--- src/rtl/byte_ring_fifo_with_rewind_defines.svh ---
// Assertion macros for the byte ring FIFO with rewind
`ifndef BYTE_RING_FIFO_WITH_REWIND_DEFINES_SVH
`define BYTE_RING_FIFO_WITH_REWIND_DEFINES_SVH

`ifndef SYNTHESIS
`define BRFR_ASSERT_IMPLY(label, ante, cons) \
  label: assert property (@(posedge clk_i) disable iff (!rst_ni) (ante) |-> (cons)) \
    else $error("byte ring fifo: implication violated");
`define BRFR_ASSERT_NEVER(label, cond) \
  label: assert property (@(posedge clk_i) disable iff (!rst_ni) !(cond)) \
    else $error("byte ring fifo: forbidden condition seen");
`else
`define BRFR_ASSERT_IMPLY(label, ante, cons)
`define BRFR_ASSERT_NEVER(label, cond)
`endif

`endif

--- src/rtl/brfr_pkg.sv ---
// Shared types and constants for the byte ring FIFO with rewind
package brfr_pkg;

  localparam int DEPTH_DEF    = 1024;
  localparam int MAX_READ_RUN = 64;
  localparam int CFG_W        = 11;
  localparam int RLEN_W       = 7;
  localparam int RWND_W       = 11;
  localparam int USED_W       = 10;

  typedef enum logic [1:0] {
    CMD_WRITE  = 2'd0,
    CMD_READ   = 2'd1,
    CMD_REWIND = 2'd2,
    CMD_PURGE  = 2'd3
  } cmd_e;

  typedef struct packed {
    cmd_e              cmd;
    logic [7:0]        wr_byte;
    logic [RLEN_W-1:0] read_length;
    logic [RWND_W-1:0] rewind_count;
  } item_t;

  typedef struct packed {
    logic [7:0]        rd_byte;
    logic              byte_valid;
    logic              last;
    logic              accepted;
    logic              status;
    logic [USED_W-1:0] used_count;
  } result_t;

  typedef struct packed {
    cmd_e              cmd;
    logic [7:0]        wr_byte;
    logic [RLEN_W-1:0] run_len;
    logic [RWND_W-1:0] rewind_count;
  } q_ent_t;

  typedef struct packed {
    logic   vld;
    q_ent_t ent;
  } q_head_t;

endpackage

--- src/rtl/brfr_front.sv ---
// Command intake: clamps read length and queues commands for the back end
module brfr_front (
  input  logic              clk_i,
  input  logic              rst_ni,
  input  logic              start,
  output logic              busy,
  input  brfr_pkg::item_t   item_i,
  input  logic              pop_i,
  output brfr_pkg::q_head_t head_o
);

  brfr_pkg::q_ent_t ent_q [2];
  brfr_pkg::q_ent_t ent_in;
  logic             wr_ptr_q, wr_ptr_d;
  logic             rd_ptr_q, rd_ptr_d;
  logic [1:0]       cnt_q, cnt_d;
  logic             push;
  logic             pop;

  assign busy = (cnt_q == 2'd2);
  assign push = start && !busy;
  assign pop  = pop_i && (cnt_q != 2'd0);

  always_comb begin
    ent_in.cmd          = item_i.cmd;
    ent_in.wr_byte      = item_i.wr_byte;
    ent_in.rewind_count = item_i.rewind_count;
    if (32'(item_i.read_length) > 32'(brfr_pkg::MAX_READ_RUN)) begin
      ent_in.run_len = brfr_pkg::RLEN_W'(brfr_pkg::MAX_READ_RUN);
    end else begin
      ent_in.run_len = item_i.read_length;
    end
  end

  always_comb begin
    wr_ptr_d = push ? ~wr_ptr_q : wr_ptr_q;
    rd_ptr_d = pop ? ~rd_ptr_q : rd_ptr_q;
    cnt_d    = cnt_q + {1'b0, push} - {1'b0, pop};
  end

  always_ff @(posedge clk_i or negedge rst_ni) begin
    if (!rst_ni) begin
      wr_ptr_q <= 1'b0;
      rd_ptr_q <= 1'b0;
      cnt_q    <= 2'd0;
    end else begin
      wr_ptr_q <= wr_ptr_d;
      rd_ptr_q <= rd_ptr_d;
      cnt_q    <= cnt_d;
    end
  end

  always_ff @(posedge clk_i) begin
    if (push) begin
      ent_q[wr_ptr_q] <= ent_in;
    end
  end

  assign head_o.vld = (cnt_q != 2'd0);
  assign head_o.ent = ent_q[rd_ptr_q];

endmodule

--- config.mk ---
export PLATFORM = sky130hd
export DESIGN_NAME = brfr_front
export DESIGN_NICKNAME = d
export VERILOG_FILES = /design/src/rtl/byte_ring_fifo_with_rewind_defines.svh /design/src/rtl/brfr_pkg.sv /design/src/rtl/brfr_front.sv
export SDC_FILE = /design/constraint.sdc
export NUM_CORES = 1
export LEC_CHECK = 0
export BUFFER_PORTS_ARGS = -buffer_cell sky130_fd_sc_hd__buf_2
export CORE_ASPECT_RATIO = 0.75
export CORE_MARGIN = 5
export CORE_UTILIZATION = 35
export CTS_CLUSTER_SIZE = 16
export DETAILED_ROUTE_END_ITERATION = 16
export PLACE_DENSITY = 0.61
export SLEW_MARGIN = 20
export SYNTH_ARGS = -nofsm -noshare
export SYNTH_HDL_FRONTEND = slang
export SYNTH_SLANG_ARGS = --single-unit
export TNS_END_PERCENT = 20
--- constraint.sdc ---
create_clock -name clk_i -period 3.2 [get_ports clk_i]
set_clock_uncertainty 0.1 [all_clocks]
set_input_delay 0.48 -clock clk_i [delete_from_list [all_inputs] [get_ports clk_i]]
set_output_delay 0.48 -clock clk_i [all_outputs]
set_load 0.005 [all_outputs]
# After elaboration in Yosys (flattened, before gate mapping)
# Memory sizes are Yosys's and may differ from the RTL's.
# Cells that the tools add are included.
# totals
reg_bits	4
ramBits	56
output_inout_bits	30
wordCells	17
n_memories	1
# mem_list
name	depth	word_bits	read_ports	rd_clocked_by_memory_dff	write_ports	line	text
ent_q	2	28	1	0	1	brfr_front.sv:12	brfr_pkg::q_ent_t ent_q [2];
# op_classes
add_sub_neg	2
order_cmp	1
n_eq_ne	1
mux	3
bitwise	2
n_reduce_logical	4
# ops
operator	n
$gt 7x7->1 const B	1
$mux 7	1
$add 2x1->2	1
$eq 2x2->1 const B	1
$logic_and 1x1->1	2
$mux 1	2
$not 1->1	2
$reduce_bool 2->1	1
$sub 2x1->2	1
$logic_not 1->1	1

# Depth between registers and ports, before layout
# Gate-level depths: netlist (run 1).
# depth
depth_word	5
depth_mapped	7
ltp_nobuf	7

# Worst setup path after synthesis (run 1)
# OpenSTA, ideal clock, no wires.
# synth_path
kind	reg-to-reg
from	register cnt_q[1]
to	memory ent_q[0][0] in the netlist's numbering, enable pin
setup_ps	413
arrival_time_ps	1779
required_ps	2687
setup_slack_ps	909
stages_incl_launch_ff	4
n_path_buf	0
synth_period_minus_slack_ps	2291
path_cell_list	dfrtp_1 > nand2b_1 > nand2_1 > nor2_1
# synth_between
elab_chain_cells	5
# synth_lines
element	line	text
start, declared	brfr_front.sv:16	logic [1:0] cnt_q, cnt_d;
start signal, assigned	brfr_front.sv:49	cnt_q <= cnt_d;
$eq 2x2->1	brfr_front.sv:20	assign busy = (cnt_q == 2'd2);
$logic_not 1->1	brfr_front.sv:21	assign push = start && !busy;
$logic_and 1x1->1	brfr_front.sv:21	
$mux 1	brfr_front.sv:54	if (push) begin
$mux 1 (implied by the code)	brfr_front.sv:55	ent_q[wr_ptr_q] <= ent_in;
end, declared	brfr_front.sv:12	
# No other way between the ends.

==> results of run 1 <==
==> cell type report <==
cell class / count / area [µm²] / share of cell area, %
sequential: 60 / 1780 / 61.0
timing repair buffer: 65 / 338 / 11.6
tap: 81 / 101 / 3.47
inverter: 2 / 7.51 / 0.257
clock inverter: 7 / 81.3 / 2.78
clock buffer: 9 / 124 / 4.24
multi-input combinational: 46 / 488 / 16.7
==> worst paths after layout <==
check | to | startpoint | slack (ns)
setup / recovery | head_o[3] | rd_ptr_q$_DFFE_PN0P_ | 0.74
hold / removal | ent_q[0][0]$_DFFE_PP_ | item_i[0] | 0.25
setup reg to reg | ent_q[0][14]$_DFFE_PP_ | cnt_q[1]$_DFF_PN0_ | 1.30
hold reg to reg | cnt_q[1]$_DFF_PN0_ | cnt_q[1]$_DFF_PN0_ | 0.40
max in group asynchronous | rd_ptr_q$_DFFE_PN0P_ | rst_ni | 2.49
min in group asynchronous | cnt_q[0]$_DFF_PN0_ | rst_ni | 0.39
==> critical path, stage by stage, from the launching register on <==
cell and delay [ns]:
sky130_fd_sc_hd__dfrtp_1 0.64, sky130_fd_sc_hd__buf_4 0.40, sky130_fd_sc_hd__mux2_2 0.39, sky130_fd_sc_hd__buf_2 0.13
==> sequential cells by signal, summed over array words and instances (netlist names) <==
| name | cells |
|---|---|
| rd_ptr_q | 1 |
| cnt_q | 2 |
| ent_q | 56 |
| wr_ptr_q | 1 |
==> layout by cell type (no fill, tap or decap), drive strengths merged <==
cell / count
buf: 64
edfxtp: 56
mux2: 28
clkbuf: 9
nor2b: 6
clkinv: 5
dfrtp: 4
xnor2: 3
inv: 2
ha: 2
bufinv: 2
or2: 1
and2: 1
nand2b: 1
nand2: 1
and3: 1
nor2: 1
xor2: 1
dlygate4sd3: 1
==> cells by family after synthesis <==
| logic type | share of synthesized area, % |
|---|---|
| XOR/XNOR | 1.52 |
| adder cells (fa/ha/maj) | 1.08 |
| buffers and inverters | 1.95 |
| flip-flops | 77.1 |
| multiplexers | 15.3 |
| AND/OR/NAND/NOR | 3.14 |
==> routing by layer <==
layer | wire [µm] | track usage, % | up-vias
met4 | 7 | 3.49 | 0
met1 | 1820 | 12.0 | 577
met3 | 321 | 5.70 | 2
met2 | 1880 | 15.8 | 52
met5 | 0 | 0 | -
li1 | - | - | 569
==> power breakdown <==
| part | total, mW | leakage (nW) | internal (mW) | switching [mW] |
|---|---|---|---|---|
| logic | 0.736 | 0.484 | 0.396 | 0.340 |
| registers | 1.16 | 0.569 | 1.08 | 0.0756 |
| clock network | 0.682 | 0.105 | 0.427 | 0.255 |
| total | 2.57 | 1.16 | 1.90 | 0.671 |
==> per-stage QoR <==
step	hold WS, ns	area, µm²	std cells	utilization, %	power (mW)
2_1_floorplan	0.0844	2310	112	-	1.65
3_3_place_gp	0.187	2710	253	42.6	1.89
3_5_place_dp	0.188	2710	253	42.6	1.93
4_1_cts	0.224	2920	270	46.0	2.62
5_1_grt	0.219	2920	270	46.0	2.72
6_report	0.248	2920	270	46.0	2.57
==> what timing repair did <==
action | CTS | global route
hold buffers | 1 | 0
endpoints found under the hold margin | 4 | 0
setup endpoints to repair | 0 | 0
==> summary.txt, run 1 <==
Place
  – Post-Place Setup Slack: 1.08 ns
  – DPL Wire Length: 2890 µm
  – Number of port buffers: 61
  – Final estimated routing congestion in global placement: 0.738

Detailed routing
  – Vias: 1200
  – Detail-routed via count per cell: 4.44
  – Post-detailed-route DRC marker count: 0
  – Antenna violation net count after detailed routing: 0
  – Routed wire length: 4030 µm
  – Number of search-and-repair iterations in the first detailed-routing pass: 4
  – Final routed wire length divided by cell count: 14.9 µm
  – Number of design-rule violations left by the first detailed-router iteration: 31

Timing
  – Slew headroom: 62.0%
  – Setup TNS Final: 0 ns
  – Final Hold Fails: 0
  – RSZ-0062 raised after global routing: no
  – Crit path setup slack, layout: 0.741 ns
  – Transition time of the tightest slew-check pin: 0.570 ns
  – Share of the clock period used by the worst path: 76.8%
  – Achievable frequency: 407 MHz
  – Number of slew-limit violations in the final report: 0
  – Tmin final: 2.46 ns
  – Setup-failing EPs final: 0

Global routing
  – Maximum number of pins on one net before global-route repair: 29
  – Vias in the first global route: 1321
  – Antenna violations before repair: 0
  – Wire length of the first global-routing pass: 6400 µm
  – Final global-route overflow total: 0
  – Total Routing Usage GR: 10.2%

Worst hold path
  – Cells on Worst Hold Path: 1
  – Type of the worst min-delay path: primary input to register

Run status
  – Run status: complete, no violations

Synthesis
  – Number of cells produced by synthesis: 112
  – Yosys warning total: 0
  – Dominant cell type by area after synthesis: sky130_fd_sc_hd__edfxtp_1
  – Sequential cell area fraction in the yosys report: 77.1%
  – Mapped Nets: 146
  – Combined area of all synthesized cells: 2310 µm²
  – Top cells by area in the synthesized netlist: sky130_fd_sc_hd__edfxtp_1 (73%), sky130_fd_sc_hd__mux2_2 (8.8%), sky130_fd_sc_hd__mux2_4 (6.5%)
  – Distinct cell type count of the synthesized netlist: 19
  – Area share of the largest cell type after synthesis: 72.7%
  – Syn_area_per_cell: 20.6 µm²
  – Synth cell count leaders: sky130_fd_sc_hd__edfxtp_1 (56), sky130_fd_sc_hd__mux2_2 (18), sky130_fd_sc_hd__mux2_4 (10)
  – Register bit total from synthesis: 60
  – Number of flops mapped to enable cells by yosys: 56
  – Dominant register cell in the synthesized netlist: sky130_fd_sc_hd__edfxtp_1
  – Post-synth ARST share: 6.67%
  – Top-count cell post-synth: sky130_fd_sc_hd__edfxtp_1

Critical path
  – Critical Setup Path Class: register to output pin
  – Kind of start point of the critical path: register
  – Maximum net fanout on the critical path: 18
  – Element type at the critical path end: output pin
  – WP data required: 2.62 ns
  – Register-to-Register Path Depth: 4
  – CP arrival: 1.88 ns

Clocking
  – Worst skew pair latency: 0.32 ns
  – Root Buffer: sky130_fd_sc_hd__clkbuf_8
  – Post-CTS setup buffer count: 0
  – CTS tree: built
  – CTS-repair resized insts: 0
  – Number of buffers inserted during clock tree synthesis: 9
  – Maximum clock insertion buffer count: 2
  – Clock-pin slew reported for the worst setup and hold paths after clock tree synthesis: 0.06 ns
  – H-tree depth: 3
  – Count of clock tree sinks: 60

Die
  – Core area: 6350 µm²
  – Initial standard-cell utilization of the core: 36.4%
  – Die outline area: 8350 µm²
  – Die height: 80.4 µm
  – I/O pins: 62
  – X dimension of the die: 104 µm
  – Cell Rows: 25

Job
  – Total of max-cap violations: 0

Finish
  – Antenna cell count: 0
  – Net count of the finished layout: 218
  – Filler cells: 560
  – Share of layout cells above drive strength 1: 56.6%
  – Signed area change from the synthesized netlist to the final layout: 26.4%

Pwr
  – Worst supply voltage drop on vdd: 413 µV
  – Leak pwr: 1.16 nW
  – Power per cell area: 881 nW/µm²
Power figures use the tool's default switching activity.
==> run 2, diff against run 1 <==
ABC_AREA = 1   (was unset)
clock period = 2.5 ns   (was 3.2 ns; I/O delays follow)
==> summary.txt, run 2 <==
Run status
  – Run status: complete, no violations

Finish
  – Register with the most flip-flops: ent_q
  – Leading cell types in the layout, fill and taps excluded: sky130_fd_sc_hd__nand2_1 (89), sky130_fd_sc_hd__buf_2 (61), sky130_fd_sc_hd__edfxtp_1 (56)
  – Flip-flop count of the largest register after layout: 56
  – Count of placed standard cells in the final layout, fillers left out: 349
  – Signed area change from the synthesized netlist to the final layout: 26.3%
  – Registers with the most flip-flops: ent_q (56), cnt_q (2)
  – Most common cell after layout, fill and taps aside: sky130_fd_sc_hd__nand2_1
  – Net count of the finished layout: 294
  – Antenna cell count: 0
  – Share of layout cells above drive strength 1: 31.7%

Die
  – Die height: 81.2 µm
  – Core area: 6700 µm²
  – Die outline area: 8530 µm²
  – Cell Rows: 26
  – Initial standard-cell utilization of the core: 35.3%
  – X dimension of the die: 105 µm
  – I/O pins: 62

Synthesis
  – Mapped Nets: 225
  – Area share of the largest cell type after synthesis: 71.0%
  – Top cells by area in the synthesized netlist: sky130_fd_sc_hd__edfxtp_1 (71%), sky130_fd_sc_hd__nand2_1 (14%), sky130_fd_sc_hd__dfrtp_1 (4.2%)
  – Yosys warning total: 0
  – Distinct cell type count of the synthesized netlist: 18
  – Post-synth ARST share: 6.67%
  – Number of cells produced by synthesis: 191
  – Sequential cell area fraction in the yosys report: 75.3%
  – Top-count cell post-synth: sky130_fd_sc_hd__nand2_1
  – Combined area of all synthesized cells: 2370 µm²
  – Register bit total from synthesis: 60
  – Number of flops mapped to enable cells by yosys: 56
  – Synth cell count leaders: sky130_fd_sc_hd__nand2_1 (89), sky130_fd_sc_hd__edfxtp_1 (56), sky130_fd_sc_hd__inv_1 (11)
  – Syn_area_per_cell: 12.4 µm²
  – Dominant register cell in the synthesized netlist: sky130_fd_sc_hd__edfxtp_1
  – Dominant cell type by area after synthesis: sky130_fd_sc_hd__edfxtp_1

Detailed routing
  – Antenna violation net count after detailed routing: 0
  – Vias: 1477
  – Post-detailed-route DRC marker count: 0
  – Number of design-rule violations left by the first detailed-router iteration: 32
  – Number of search-and-repair iterations in the first detailed-routing pass: 4
  – Routed wire length: 4300 µm
  – Final routed wire length divided by cell count: 12.3 µm
  – Detail-routed via count per cell: 4.23

Worst hold path
  – Type of the worst min-delay path: primary input to register
  – Cells on Worst Hold Path: 1
  – Worst Hold Endpoint: ent_q[0][20]$_DFFE_PP_
  – Start point of the worst hold path: item_i[20]

Timing
  – Setup-failing EPs final: 0
  – RSZ-0062 raised after global routing: no
  – Tmin final: 1.91 ns
  – Share of the clock period used by the worst path: 76.3%
  – Final Hold Fails: 0
  – Number of slew-limit violations in the final report: 0
  – Achievable frequency: 524 MHz
  – Transition time of the tightest slew-check pin: 0.524 ns
  – Slew headroom: 65.0%
  – Setup TNS Final: 0 ns

Pwr
  – Worst supply voltage drop on vdd: 343 µV
  – Power per cell area: 1130 nW/µm²
  – Leak pwr: 1.34 nW

Critical path
  – Critical Setup Path Class: register to output pin
  – Setup slack of the worst register-to-register path: 0.93 ns
  – Maximum net fanout on the critical path: 29
  – Terminus of the critical flop-to-flop path: ent_q[1][11]$_DFFE_PP_
  – Launch instance of the worst register-to-register path: cnt_q[1]$_DFF_PN0_
  – Element type at the critical path end: output pin
  – WP data required: 2.03 ns
  – Register-to-Register Path Depth: 4
  – Kind of start point of the critical path: register
  – CP arrival: 1.43 ns

Clocking
  – Number of buffers inserted during clock tree synthesis: 9
  – CTS tree: built
  – H-tree depth: 3
  – Post-CTS setup buffer count: 0
  – Clock-pin slew reported for the worst setup and hold paths after clock tree synthesis: 0.06 ns
  – Worst skew pair latency: 0.32 ns
  – Maximum clock insertion buffer count: 2
  – CTS-repair resized insts: 0
  – Count of clock tree sinks: 60
  – Root Buffer: sky130_fd_sc_hd__clkbuf_8

Global routing
  – Wire length of the first global-routing pass: 6970 µm
  – Final global-route overflow total: 0
  – Maximum number of pins on one net before global-route repair: 30
  – Vias in the first global route: 1505
  – Total Routing Usage GR: 11.0%
  – Antenna violations before repair: 0

Place
  – Final estimated routing congestion in global placement: 0.726
  – Cell count after placement: 332
  – DPL Wire Length: 2940 µm
  – Number of port buffers: 61

Job
  – Total of max-cap violations: 0
-- run 2: changes by cell type after synthesis, moves of 6 or more --
cell,before,now
sky130_fd_sc_hd__mux2_2,18,0
sky130_fd_sc_hd__inv_1,2,11
sky130_fd_sc_hd__nor2_1,1,8
sky130_fd_sc_hd__nand2_1,1,89
sky130_fd_sc_hd__mux2_4,10,0
sky130_fd_sc_hd__nor2b_1,6,0
-- run 2: cell type report --
type	count	area, µm²
clock buffers	11	131
clock inverters	5	76.3
fillers	629	3710
inverters	14	52.6
multi-input cells	110	479
flip-flops and latches	60	1780
well taps	84	105
repair buffers	65	363
-- run 2: where the power goes --
group	switching (mW)	total [mW]	leakage, nW	internal [mW]
logic	0.636	1.04	0.664	0.404
registers	0.0730	1.45	0.571	1.38
clock network	0.341	0.898	0.101	0.556
-- run 2: kinds of logic after synthesis --
family | synth area share, %
xor gates and xnor gates | 1.11
DFF | 75.3
adders and majority gates | 1.06
buffers and inverters | 4.81
and+or+nand+nor | 16.1
AOI/OAI and AO/OA | 1.64
-- run 2: stage by stage --
stage	area, µm²	power, mW	hold slack (ns)	utilization, %	setup WS [ns]
finish	2990	3.39	0.135	44.6	0.592
global route	2990	3.65	0.108	44.6	0.394
CTS	2990	3.46	0.111	44.6	0.541
detailed placement	2770	2.55	0.0844	41.4	0.906
global placement	2770	2.53	0.0838	41.4	0.927
floorplan	2370	2.12	-0.0206	-	0.222
-- run 2: worst max-delay path by stage --
stage | to | cells after the start | start | slack [ns]
after CTS | head_o[17] | 4 | rd_ptr_q$_DFFE_PN0P_ | 0.54
final | head_o[17] | 4 | rd_ptr_q$_DFFE_PN0P_ | 0.59
after floorplan | ent_q[1][0]$_DFFE_PP_ | 3 | cnt_q[1]$_DFF_PN0_ | 0.22
after global placement | ent_q[1][21]$_DFFE_PP_ | 4 | cnt_q[1]$_DFF_PN0_ | 0.93
after global routing | head_o[25] | 4 | rd_ptr_q$_DFFE_PN0P_ | 0.39
after detailed placement | ent_q[1][18]$_DFFE_PP_ | 4 | cnt_q[1]$_DFF_PN0_ | 0.91
-- run 2: what timing repair did --
item,CTS,global route
endpoints found under the setup margin,0,0
hold buffers,1,0
hold endpoints to repair,4,0
-- run 2: per-layer routing --
layer  global-route usage [%]  wire, µm
met1                     11.0      1780
met2                     18.5      2070
met3                     6.35       362
met4                     5.75        91
met5                        0         0
-- run 2: worst max-delay path, cell delays in order (launching register included) --
cell	delay (ns)
sky130_fd_sc_hd__dfrtp_1	0.38
sky130_fd_sc_hd__inv_2	0.39
sky130_fd_sc_hd__nand2_1	0.11
sky130_fd_sc_hd__nand2_1	0.10
sky130_fd_sc_hd__buf_2	0.11
